File: config.mk
export PLATFORM = sky130hd
export DESIGN_NAME = toycpu_ctrl
export DESIGN_NICKNAME = d
export VERILOG_FILES = /design/src/rtl/toycpu_pkg.sv /design/src/rtl/toycpu_ctrl.sv
export SDC_FILE = /design/constraint.sdc
export NUM_CORES = 1
export LEC_CHECK = 0
export ABC_CLOCK_PERIOD_IN_PS = 2400
export BUFFER_PORTS_ARGS = -buffer_cell sky130_fd_sc_hd__buf_4
export CORE_AREA = 4 4 41 43
export DETAILED_ROUTE_END_ITERATION = 16
export DIE_AREA = 0 0 45 47
export PLACE_DENSITY_LB_ADDON = 0.08
export SETUP_SLACK_MARGIN = 0.2
export SYNTH_ARGS = -nofsm -noshare
export SYNTH_HDL_FRONTEND = slang
export SYNTH_SLANG_ARGS = --single-unit
File: constraint.sdc
create_clock -name clk -period 2.4 [get_ports clk]
set_clock_uncertainty 0.15 [all_clocks]
set_input_delay 0.12 -clock clk [delete_from_list [all_inputs] [get_ports clk]]
set_output_delay 0.12 -clock clk [all_outputs]
set_load 0.02 [all_outputs]
File: src/rtl/toycpu_pkg.sv
// Shared types, codes and constants of the toy CPU execute step.
// No dependencies; every other file refers to this package by scoped names.
package toycpu_pkg;

    localparam int DATA_W            = 32;
    localparam int ADDR_BITS_DEFAULT = 16;
    localparam int OFFSET_W          = 20;
    localparam int MEM_ADDR_OUT_W    = 16;
    localparam int NUM_REGS          = 8;
    localparam int REG_IDX_W         = 3;
    localparam int CNT_W             = $clog2(DATA_W);

    // opcode field, bits 31:28
    localparam logic [3:0] OP_ALU    = 4'd0;
    localparam logic [3:0] OP_LOADI  = 4'd1;
    localparam logic [3:0] OP_STOREI = 4'd2;
    localparam logic [3:0] OP_LOAD   = 4'd3;
    localparam logic [3:0] OP_STORE  = 4'd4;

    // alu op field, bits 15:12
    localparam logic [3:0] ALU_ADD = 4'd0;
    localparam logic [3:0] ALU_SUB = 4'd1;
    localparam logic [3:0] ALU_MUL = 4'd2;
    localparam logic [3:0] ALU_DIV = 4'd3;
    localparam logic [3:0] ALU_MOD = 4'd4;

    localparam logic [DATA_W-1:0] PC_RESET = 32'd1024;
    localparam logic [DATA_W-1:0] PC_STEP  = 32'd4;

    localparam logic [DATA_W-1:0] RF_RESET [NUM_REGS] =
        '{32'd4, 32'd5, 32'd10, 32'd0, 32'd0, 32'd0, 32'd0, 32'd0};

    typedef enum logic [1:0] {
        ST_OK       = 2'd0,
        ST_BAD_OP   = 2'd1,
        ST_BAD_REG  = 2'd2,
        ST_DIV_ZERO = 2'd3
    } status_t;

    typedef enum logic [1:0] {
        MD_MUL = 2'd0,
        MD_DIV = 2'd1,
        MD_MOD = 2'd2
    } md_op_t;

    typedef enum logic [2:0] {
        S_CLEAR,
        S_IDLE,
        S_DECODE,
        S_ISSUE,
        S_LOAD,
        S_MULDIV,
        S_COMMIT
    } state_t;

    typedef struct packed {
        logic clr_en;
        logic accept;
        logic decode;
        logic issue;
        logic load_cap;
        logic md_start;
        logic md_cap;
        logic commit;
    } ctrl_cmd_t;

    typedef struct packed {
        logic dec_err;
        logic is_load;
        logic is_store;
        logic is_md;
        logic div_zero;
        logic clr_last;
        logic md_done;
        logic out_busy;
    } dp_status_t;

endpackage

File: src/rtl/toycpu_ctrl.sv
// Controller state machine: memory clearing pass, accept, decode, issue,
// load / multiply-divide wait and commit. Depends on toycpu_pkg.
module toycpu_ctrl (
    input  logic                    clk,
    input  logic                    rst_n,
    input  logic                    in_valid,
    output logic                    in_ready,
    input  toycpu_pkg::dp_status_t  sts,
    output toycpu_pkg::ctrl_cmd_t   cmd
);
    toycpu_pkg::state_t state_reg;
    toycpu_pkg::state_t state_next;

    always_ff @(posedge clk or negedge rst_n)
    begin
        if (!rst_n)
            state_reg <= toycpu_pkg::S_CLEAR;
        else
            state_reg <= state_next;
    end

    always_comb
    begin
        state_next = state_reg;
        case (state_reg)
            toycpu_pkg::S_CLEAR:
                if (sts.clr_last)
                    state_next = toycpu_pkg::S_IDLE;
            toycpu_pkg::S_IDLE:
                if (in_valid)
                    state_next = toycpu_pkg::S_DECODE;
            toycpu_pkg::S_DECODE:
                state_next = sts.dec_err ? toycpu_pkg::S_COMMIT : toycpu_pkg::S_ISSUE;
            toycpu_pkg::S_ISSUE:
                if (sts.is_load)
                    state_next = toycpu_pkg::S_LOAD;
                else if (sts.is_md && !sts.div_zero)
                    state_next = toycpu_pkg::S_MULDIV;
                else
                    state_next = toycpu_pkg::S_COMMIT;
            toycpu_pkg::S_LOAD:
                state_next = toycpu_pkg::S_COMMIT;
            toycpu_pkg::S_MULDIV:
                if (sts.md_done)
                    state_next = toycpu_pkg::S_COMMIT;
            toycpu_pkg::S_COMMIT:
                // hold while the previous result beat is still waiting
                if (!sts.out_busy)
                    state_next = toycpu_pkg::S_IDLE;
            default:
                state_next = toycpu_pkg::S_CLEAR;
        endcase
    end

    always_comb
    begin
        cmd          = '0;
        in_ready     = 1'b0;
        case (state_reg)
            toycpu_pkg::S_CLEAR:
                cmd.clr_en = 1'b1;
            toycpu_pkg::S_IDLE:
            begin
                in_ready   = 1'b1;
                cmd.accept = in_valid;
            end
            toycpu_pkg::S_DECODE:
                cmd.decode = 1'b1;
            toycpu_pkg::S_ISSUE:
            begin
                cmd.issue    = 1'b1;
                cmd.md_start = sts.is_md & ~sts.div_zero;
            end
            toycpu_pkg::S_LOAD:
                cmd.load_cap = 1'b1;
            toycpu_pkg::S_MULDIV:
                cmd.md_cap = sts.md_done;
            toycpu_pkg::S_COMMIT:
                cmd.commit = ~sts.out_busy;
            default:
                cmd = '0;
        endcase
    end

    assert property (@(posedge clk) disable iff (!rst_n)
        sts.md_done |-> (state_reg == toycpu_pkg::S_MULDIV))
        else $error("multiply/divide finished outside its wait state");

    assert property (@(posedge clk) disable iff (!rst_n)
        (state_reg == toycpu_pkg::S_LOAD) |=> (state_reg == toycpu_pkg::S_COMMIT))
        else $error("load did not proceed to commit");

    assert property (@(posedge clk) disable iff (!rst_n)
        (in_valid && in_ready) |=> (state_reg == toycpu_pkg::S_DECODE))
        else $error("accepted instruction not decoded");

endmodule

# After elaboration in Yosys (flattened, before gate mapping)
# Index checks and enable logic that the tools add are counted.
# W data, S select, Z words.
[word_totals]
reg_bits = 3
inputBits = 11
out_inout_bits = 9
wordCells = 35
[classes]
eq_ne = 10
n_mux = 17
n_bitwise = 3
reduce_logical = 4
[ops]
columns = ["operator", "n"]
rows = [
  ["$pmux W3 S7", 1],
  ["$mux W3", 5],
  ["$eq A3 B3 Y1 const B", 3],
  ["$mux W1", 9],
  ["$ne A2 B2 Y1 const B", 4],
  ["$eq A3 B2 Y1 const B", 2],
  ["$mux W2", 2],
  ["$reduce_and A4 Y1", 1],
  ["$eq A3 B1 Y1 const B", 1],
  ["$logic_not A3 Y1", 1],
  ["$not A1 Y1", 2],
  ["$and A1 B1 Y1", 1],
  ["$logic_and A1 B1 Y1", 1],
  ["$logic_not A1 Y1", 1],
]

# Depth between registers and ports, before layout
# Gate-level depths: netlist of the first run.
[depth]
word_depth = 5
mapped_depth = 5
mapped_depth_nobuf = 5

# Least setup slack after synthesis of the first run
# Ideal clock, no wire load.
[synth_timing]
path_kind = "reg2out"
start = "register state_reg[1]"
end = "output cmd[6] (netlist bit)"
arrival_time_ps = 1180
required_ps = 2130
path_slack_ps = 950
path_stages_with_launch = 4
path_buffers = 1
cell_sequence = "dfrtp_1 -> buf_4 -> nand2b_1 -> nor3_1"
[synth_rtl]
columns = ["element", "line", "source"]
rows = [
  ["from (decl)", "toycpu_ctrl.sv:11", "toycpu_pkg::state_t state_reg;"],
  ["from (signal assigned)", "toycpu_ctrl.sv:17", "state_reg <= toycpu_pkg::S_CLEAR;"],
  ["from (signal assigned)", "toycpu_ctrl.sv:19", "state_reg <= state_next;"],
  ["to (decl)", "toycpu_ctrl.sv:9", "output toycpu_pkg::ctrl_cmd_t cmd"],
]

==> results.json, run 1 <==
{
  "finalWirelength_um": 809,
  "crit_path_start_kind": "flip-flop",
  "fin_crit_sh_pct": 69.1,
  "synth_area_leader_cell": "dfrtp_1",
  "dp_cells": 72,
  "place.gp.congestion": 0.705,
  "die_area_um2": 2120,
  "leakage_nw": 0.233,
  "wire_per_inst_um": 10.4,
  "status": "finished, final reports clean",
  "setup-violations-final": 0,
  "cts_tree": "yes",
  "clock.fmax_ghz": 0.603,
  "grt.total_usage_pct": 7.59,
  "period_minus_slack_ns": 1.66,
  "grt_overflow": 0,
  "portBuffers": 18,
  "antenna_found_initial": 0,
  "core-area_um2": 1300,
  "via_per_inst": 4.44,
  "maxCapViolCount": 0,
  "cts_buffers": 3,
  "die_x_um": 45,
  "finalMaxSlewViolations": 0,
  "synthDominantCellAreaShare_pct": 26.0,
  "hold_viol": 0,
  "rsz0062_at_grt": "no",
  "insertion_delay_ns": 0.23,
  "drtIter0Drc": 3,
  "synth_area_per_cell_um2": 6.88,
  "cts.sinks": 3,
  "clk_pin_slew_ns": 0.04,
  "grt_pass1_wl_um": 1140,
  "die_h_um": 47,
  "drc": 0,
  "area_delta_synth_final_pct": 63.2,
  "fin_cells": 78,
  "cts_setup_buffers": 0,
  "hp-class": "primary input to async pin",
  "powerDensity_nw_per_um2": 1220,
  "fin_tns_setup_ns": 0,
  "io_pins": 20,
  "worstSetupPathType": "flip-flop to primary output",
  "slew_headroom_pct": 72.7,
  "ys.warnings.count": 0,
  "grt_max_degree": 15,
  "root_buffer": "clkbuf_4",
  "p_total_mw": 0.578,
  "layout-drive-gt1-share_pct": 38.1,
  "syn_inst": 42,
  "synth_cell_type_count": 19,
  "worst_pin_slew_ns": 0.410,
  "htree_levels": 1,
  "vias": 346,
  "synth_area_um2": 289,
  "num_rows": 13,
  "timing.rr.start": "state_reg[1]$_DFFE_PN0P_",
  "n_antenna_cell": 0,
  "crit_fanout": 12,
  "required_ns": 2.13,
  "ctsLongestPathBuffers": 2,
  "ys_seq_elements": 3,
  "peakVddDrop_v": 0.000544,
  "final_nets": 75,
  "cp-startpoint": "state_reg[1]$_DFFE_PN0P_",
  "grt_pass1_vias": 290,
  "cp.arrival_ns": 1.39,
  "first_pass_iters": 4,
  "setup_ws_ns": 0.741,
  "ys_seq_area_share_pct": 26.0,
  "largest_reg_flops": 3,
  "post_cts_resized": 0,
  "initial_core_util_pct": 22.2,
  "syn_nets": 53,
  "fin_util_pct": 36.3,
  "holdBufCountCts": 2,
  "drtAntennaViolNets": 0,
  "hpwlAfterDp_um": 610,
  "dp_slack_ns": 0.940,
  "endpoint_kind": "primary output",
  "ys_top_cells_by_area": "dfrtp_1 26%, nand2b_1 8.7%, nand2_1 7.8%"
}
## worst paths after layout
check / end / slack (ns) / cells after the start
worst max-delay path: cmd[2] / 0.74 / 4
worst min-delay path: state_reg[1]$_DFFE_PN0P_ / 0.07 / 2
worst max register to register: state_reg[0]$_DFFE_PN0P_ / 0.94 / 4
worst min register to register: state_reg[2]$_DFFE_PN0P_ / 0.57 / 2
max in group asynchronous: state_reg[2]$_DFFE_PN0P_ / 1.94 / 2
min in group clk: state_reg[0]$_DFFE_PN0P_ / 0.11 / 4
## critical path: stages, from the launching register on
cell and delay (ns):
dfrtp_1 0.54, nor2b_2 0.26, nand2_1 0.10, nor2_1 0.12, buf_4 0.14
## layout by cell type (no fill, tap or decap), types with 2 or more instances in the layout
cell           netlist  routed
o21ai_0              2       2
nor2b_1              3       3
nor3_1               4       4
dlygate4sd3_1        0       2
dfrtp_1              3       3
nor2_1               5       5
nand2_1              6       6
buf_4                1      18
clkbuf_4             0       3
a21oi_1              3       3
nand2b_1             4       4
## per-stage QoR
step | hold WS, ns | instance area (um2)
finish | 0.0692 | 472
global route | 0.0803 | 472
CTS | 0.0586 | 472
detailed placement | -0.241 | 425
global placement | -0.240 | 425
floorplan | -0.326 | 289
## cells in the mapped netlist
library cell  n
buf_2         2
a21oi_1       3
nand2_1       6
a311oi_1      1
a21o_1        1
a211oi_1      1
buf_4         1
nor2b_2       1
inv_1         1
inv_2         1
nor3_1        4
nand2b_1      4
dfrtp_1       3
o21ai_0       2
nor2_1        5
o22ai_2       1
nor2b_1       3
nor3b_1       1
a31oi_1       1
## cell families after synthesis
logic type,count (synthesis),synth area share (%)
AO/OA/AOI/OAI,10,23.4
buffers and inverters,5,8.66
AND/OR/NAND/NOR,24,42.0
flip-flops,3,26.0
## report_power, final
group,internal [mW],switching [mW],total (mW)
clock network,0.0621,0.0234,0.0855
registers,0.0773,0.0858,0.163
logic,0.162,0.167,0.329
## area by class of cell
| class | count | area (um2) |
|---|---|---|
| fill | 158 | 830 |
| multi-input combinational | 34 | 189 |
| timing repair buffer | 20 | 155 |
| sequential | 3 | 75.1 |
| clock buffer | 4 | 26.3 |
| tap | 15 | 18.8 |
| inverter | 2 | 7.51 |
## routing by layer
metal  up-vias  track usage, %  routed length (um)
li1        183               -                   -
met1       148            9.57                 364
met2        15            11.3                 345
met3         0            1.92                  99
met4         0            5.26                   0
met5         -               0                   0
(Power assumes the default switching activity.)
==> run 2, diff against run 1 <==
--- a/config.mk
+++ b/config.mk
@@ -5,7 +5,7 @@
 export SDC_FILE = /design/constraint.sdc
 export NUM_CORES = 1
 export LEC_CHECK = 0
-export ABC_CLOCK_PERIOD_IN_PS = 2400
+export ABC_CLOCK_PERIOD_IN_PS = 1500
 export BUFFER_PORTS_ARGS = -buffer_cell sky130_fd_sc_hd__buf_4
 export CORE_AREA = 4 4 41 43
 export DETAILED_ROUTE_END_ITERATION = 16
==> constraint.sdc (replaced) <==
create_clock -name clk -period 1.5 [get_ports clk]
set_clock_uncertainty 0.15 [all_clocks]
set_input_delay 0.075 -clock clk [delete_from_list [all_inputs] [get_ports clk]]
set_output_delay 0.075 -clock clk [all_outputs]
set_load 0.02 [all_outputs]
==> results.json, run 2 (synthesis gave the netlist of run 1 again) <==
{
  "status": "finished, final reports clean",
  "first_pass_iters": 2,
  "period_minus_slack_ns": 1.40,
  "wire_per_inst_um": 10.9,
  "antenna_found_initial": 0,
  "slowest_delay_ns": 0.40,
  "drtIter0Drc": 6,
  "drtAntennaViolNets": 0,
  "io_pins": 20,
  "crit_chain": "buf_6, nand2b_4, nor3_4, buf_6",
  "die_x_um": 45,
  "setup-violations-final": 0,
  "fillers": 144,
  "hpwlAfterDp_um": 653,
  "n_antenna_cell": 0,
  "timing.critical_path.mode_cell": "buf_6",
  "core-area_um2": 1300,
  "rsz0062_at_grt": "yes",
  "maxCapViolCount": 0,
  "ctsLongestPathBuffers": 2,
  "layout-drive-gt1-share_pct": 58.6,
  "powerDensity_nw_per_um2": 2090,
  "die_h_um": 47,
  "finalWirelength_um": 926,
  "via_per_inst": 4.46,
  "reg2reg_setup_slack_ns": 0.15,
  "clock.fmax_ghz": 0.714,
  "cts.sinks": 3,
  "finalMaxSlewViolations": 0,
  "portBuffers": 18,
  "vias": 379,
  "die_area_um2": 2120,
  "cts_tree": "yes",
  "fin_util_pct": 46.9,
  "area_delta_synth_final_pct": 111,
  "hold_viol": 0,
  "place.gp.congestion": 0.684,
  "grt_max_degree": 9,
  "grt_pass1_vias": 357,
  "worstSetupPathType": "flip-flop to primary output",
  "fin_crit_sh_pct": 93.4,
  "r2r.worst_path.cells": 6,
  "final_nets": 82,
  "crit_fanout": 6,
  "peakVddDrop_v": 0.000841,
  "slowest_stage": "dfrtp_1",
  "initial_core_util_pct": 22.2,
  "grt_overflow": 0,
  "clk_pin_slew_ns": 0.04,
  "layout_common_cells": "19 x buf_4, 6 x nand2_1, 6 x buf_6",
  "crit_path_start_kind": "flip-flop",
  "root_buffer": "clkbuf_4",
  "grt_pass1_wl_um": 1500,
  "hp-class": "primary input to async pin",
  "cts_buffers": 3,
  "htree_levels": 1,
  "required_ns": 1.27,
  "grt.total_usage_pct": 9.79,
  "holdWs_ns": 0.0187,
  "endpoint_kind": "primary output",
  "cp.arrival_ns": 1.18,
  "final_common_cell": "buf_4",
  "slew_headroom_pct": 85.6,
  "worst_pin_slew_ns": 0.215,
  "num_rows": 13,
  "timing.rr.start": "state_reg[1]$_DFFE_PN0P_",
  "drc": 0,
  "leakage_nw": 0.296,
  "fin_tns_setup_ns": 0,
  "r2r_end": "state_reg[1]$_DFFE_PN0P_",
  "largest_reg_flops": 3,
  "insertion_delay_ns": 0.23
}
## run 2: changes by cell type in the layout (fill, tap and decap cells not counted), moves of 2 or more
cell,delta
nand2b_4,+2
dfrtp_2,+2
nor3_1,-2
dfrtp_1,-2
nand2b_1,-2
buf_6,+6
## run 2: power by group
| part | leakage [nW] | internal, mW | switching [mW] | total [mW] |
|---|---|---|---|---|
| logic | 0.247 | 0.487 | 0.431 | 0.918 |
| registers | 0.0338 | 0.131 | 0.0856 | 0.216 |
| clock network | 0.0150 | 0.0996 | 0.0403 | 0.140 |
| total | 0.296 | 0.718 | 0.557 | 1.27 |
## run 2: how the worst max path moves through the flow
| stage | startpoint | to | slack [ns] |
|---|---|---|---|
| finish | state_reg[1]$_DFFE_PN0P_ | cmd[6] | 0.1 |
| global route | state_reg[2]$_DFFE_PN0P_ | cmd[2] | 0.03 |
| CTS | state_reg[1]$_DFFE_PN0P_ | cmd[6] | 0.09 |
| detailed placement | state_reg[2]$_DFFE_PN0P_ | state_reg[0]$_DFFE_PN0P_ | 0.18 |
| global placement | state_reg[2]$_DFFE_PN0P_ | state_reg[0]$_DFFE_PN0P_ | 0.18 |
| floorplan | state_reg[0]$_DFFE_PN0P_ | cmd[7] | 0.23 |
## run 2: final cells by class
class,count,area (um2),area share (%)
Timing Repair Buffer,27,230,37.7
Inverter,2,7.51,1.23
Clock buffer,4,26.3,4.30
Sequential cell,3,77.6,12.7
Multi-Input combinational cell,34,250,41.0
Tap cell,15,18.8,3.07
## run 2: critical path, delay by kind of cell, from the launching register on
kind,cells,cell delay (ns)
buffers and inverters,2,0.28
DFF,1,0.40
and+or+nand+nor,2,0.27
## run 2: per-stage QoR
step	std cells	total power, mW	instance area (um2)	worst slack, ns
2_1_floorplan	42	0.645	304	0.233
3_3_place_gp	74	0.858	455	0.180
3_5_place_dp	74	0.854	455	0.183
4_1_cts	84	1.15	552	0.0906
5_1_grt	85	1.38	611	0.0315
6_report	85	1.27	611	0.0992
## run 2: routing by layer
| metal | part of all wire (%) | vias to the layer above | routed length, um | GRT usage, % |
|---|---|---|---|---|
| met1 | 43 | 165 | 402 | 12.3 |
| met5 | 0 | - | 0 | 0 |
| met4 | 0 | 0 | 0 | 5.26 |
| met2 | 45 | 15 | 421 | 14.7 |
| li1 | - | 199 | - | - |
| met3 | 11 | 0 | 102 | 3.45 |
## run 2: what timing repair did
action	4_1_cts	5_1_grt
gates cloned	0	0
hold buffers	2	0
endpoints found under the hold margin	4	0
pin swaps	2	2
resized for setup	6	11
buffers inserted	4	1
setup endpoints to repair	10	12
==> run 3, diff against run 2 <==
--- a/config.mk
+++ b/config.mk
@@ -5,7 +5,7 @@
 export SDC_FILE = /design/constraint.sdc
 export NUM_CORES = 1
 export LEC_CHECK = 0
-export ABC_CLOCK_PERIOD_IN_PS = 1500
+export ABC_CLOCK_PERIOD_IN_PS = 1700
 export BUFFER_PORTS_ARGS = -buffer_cell sky130_fd_sc_hd__buf_4
 export CORE_AREA = 4 4 41 43
 export DETAILED_ROUTE_END_ITERATION = 16
==> constraint.sdc (replaced) <==
create_clock -name clk -period 1.7 [get_ports clk]
set_clock_uncertainty 0.15 [all_clocks]
set_input_delay 0.085 -clock clk [delete_from_list [all_inputs] [get_ports clk]]
set_output_delay 0.085 -clock clk [all_outputs]
set_load 0.02 [all_outputs]
==> results.json, run 3 (synthesis gave the netlist of run 1 again) <==
{
  "fin_tns_setup_ns": 0,
  "ctsLongestPathBuffers": 2,
  "n_antenna_cell": 0,
  "finalMaxSlewViolations": 0,
  "cp.arrival_ns": 1.27,
  "cp-startpoint": "state_reg[1]$_DFFE_PN0P_",
  "via_per_inst": 4.45,
  "hp-class": "primary input to async pin",
  "drc": 0,
  "antenna_found_initial": 0,
  "largest_reg_flops": 3,
  "grt_overflow": 0,
  "cts.sinks": 3,
  "required_ns": 1.46,
  "grt_pass1_wl_um": 1280,
  "rsz0062_at_grt": "yes",
  "slew_headroom_pct": 83.7,
  "root_buffer": "clkbuf_4",
  "initial_core_util_pct": 22.2,
  "finalWirelength_um": 865,
  "hold_viol": 0,
  "grt_pass1_vias": 309,
  "first_pass_iters": 1,
  "final_nets": 77,
  "grt_max_degree": 14,
  "powerDensity_nw_per_um2": 1800,
  "seq_power_share_pct": 20.1,
  "portBuffers": 18,
  "status": "finished, final reports clean",
  "leakage_nw": 0.256,
  "insertion_delay_ns": 0.23,
  "layout_common_cells": "17 x buf_4, 6 x nand2_1, 5 x nor2_1",
  "power_switching_mw": 0.431,
  "endpoint_kind": "primary output",
  "internal-power_mw": 0.522,
  "clock.fmax_ghz": 0.664,
  "period_minus_slack_ns": 1.51,
  "io_pins": 20,
  "fin_crit_sh_pct": 88.5,
  "clk_pin_slew_ns": 0.04,
  "worst_pin_slew_ns": 0.244,
  "p_clk_share_pct": 12.9,
  "die_h_um": 47,
  "maxCapViolCount": 0,
  "crit_path_start_kind": "flip-flop",
  "hpwlAfterDp_um": 616,
  "power.share.switching_pct": 45.2,
  "vias": 356,
  "cts_buffers": 3,
  "setup-violations-final": 0,
  "timing.rr.start": "state_reg[2]$_DFFE_PN0P_",
  "drtAntennaViolNets": 0,
  "worstSetupPathType": "flip-flop to primary output",
  "core-area_um2": 1300,
  "grt.total_usage_pct": 8.62,
  "drtIter0Drc": 0,
  "htree_levels": 1,
  "die_x_um": 45,
  "cts_tree": "yes",
  "wire_per_inst_um": 10.8,
  "final_common_cell": "buf_4",
  "num_rows": 13,
  "place.gp.congestion": 0.699,
  "layout-drive-gt1-share_pct": 46.2,
  "crit_fanout": 9,
  "area_delta_synth_final_pct": 82.7,
  "peakVddDrop_v": 0.000724,
  "p_comb_share_pct": 66.9,
  "holdWs_ns": 0.0317,
  "die_area_um2": 2120
}
## run 3: power groups by stage
stage / sequential (mW) / combinational (mW) / clock (mW)
finish: 0.192 / 0.638 / 0.123
global route: 0.198 / 0.689 / 0.136
CTS: 0.190 / 0.631 / 0.132
detailed placement: 0.205 / 0.512 / 0
global placement: 0.206 / 0.515 / 0
floorplan: 0.137 / 0.415 / 0
## run 3: routing by layer
metal | vias up | track usage (%) | share of wire, %
met5 | - | 0 | 0
met1 | 154 | 10.3 | 45
met4 | 0 | 7.02 | 0
li1 | 189 | - | -
met2 | 13 | 13.3 | 43
met3 | 0 | 1.92 | 12
## run 3: stage by stage
step                      util (%)  instances  cell area (um2)  total power, mW  setup WS [ns]
after detailed placement      33.3         73              433            0.717          0.281
after global placement        33.3         73              433            0.721          0.267
after global routing          40.6         80              528             1.02          0.141
after CTS                     39.8         80              518            0.953          0.206
after floorplan                  -         42              289            0.551          0.285
final                         40.6         80              528            0.953          0.195
## run 3: path summary, 6_finish.rpt
kind,end,slack (ns),cells after the start
max,cmd[6],0.19,4
max reg2reg,state_reg[0]$_DFFE_PN0P_,0.33,5
min reg2reg,state_reg[2]$_DFFE_PN0P_,0.45,3
max in group asynchronous,state_reg[2]$_DFFE_PN0P_,1.26,2
min in group clk,state_reg[0]$_DFFE_PN0P_,0.06,4
min,state_reg[0]$_DFFE_PN0P_,0.03,2
## run 3: timing repair
item                       4_1_cts  5_1_grt
hold endpoints to repair         4        0
pin swaps                        1        0
gates resized for setup          5        2
setup buffers                    1        0
hold buffers                     2        0
setup endpoints to repair        5        3
## run 3: worst max-delay path: stages (launching register included)
cell and delay, ns:
dfrtp_1 0.40, buf_6 0.15, nand2b_4 0.16, nor3_4 0.18
buf_6 0.14
## run 3: layout make-up
type / instances / area [um2]
fillers: 149 / 773
well taps: 15 / 18.8
flip-flops and latches: 3 / 77.6
multi-input cells: 34 / 208
repair buffers: 22 / 190
inverters: 2 / 7.51
clock buffers: 4 / 26.3
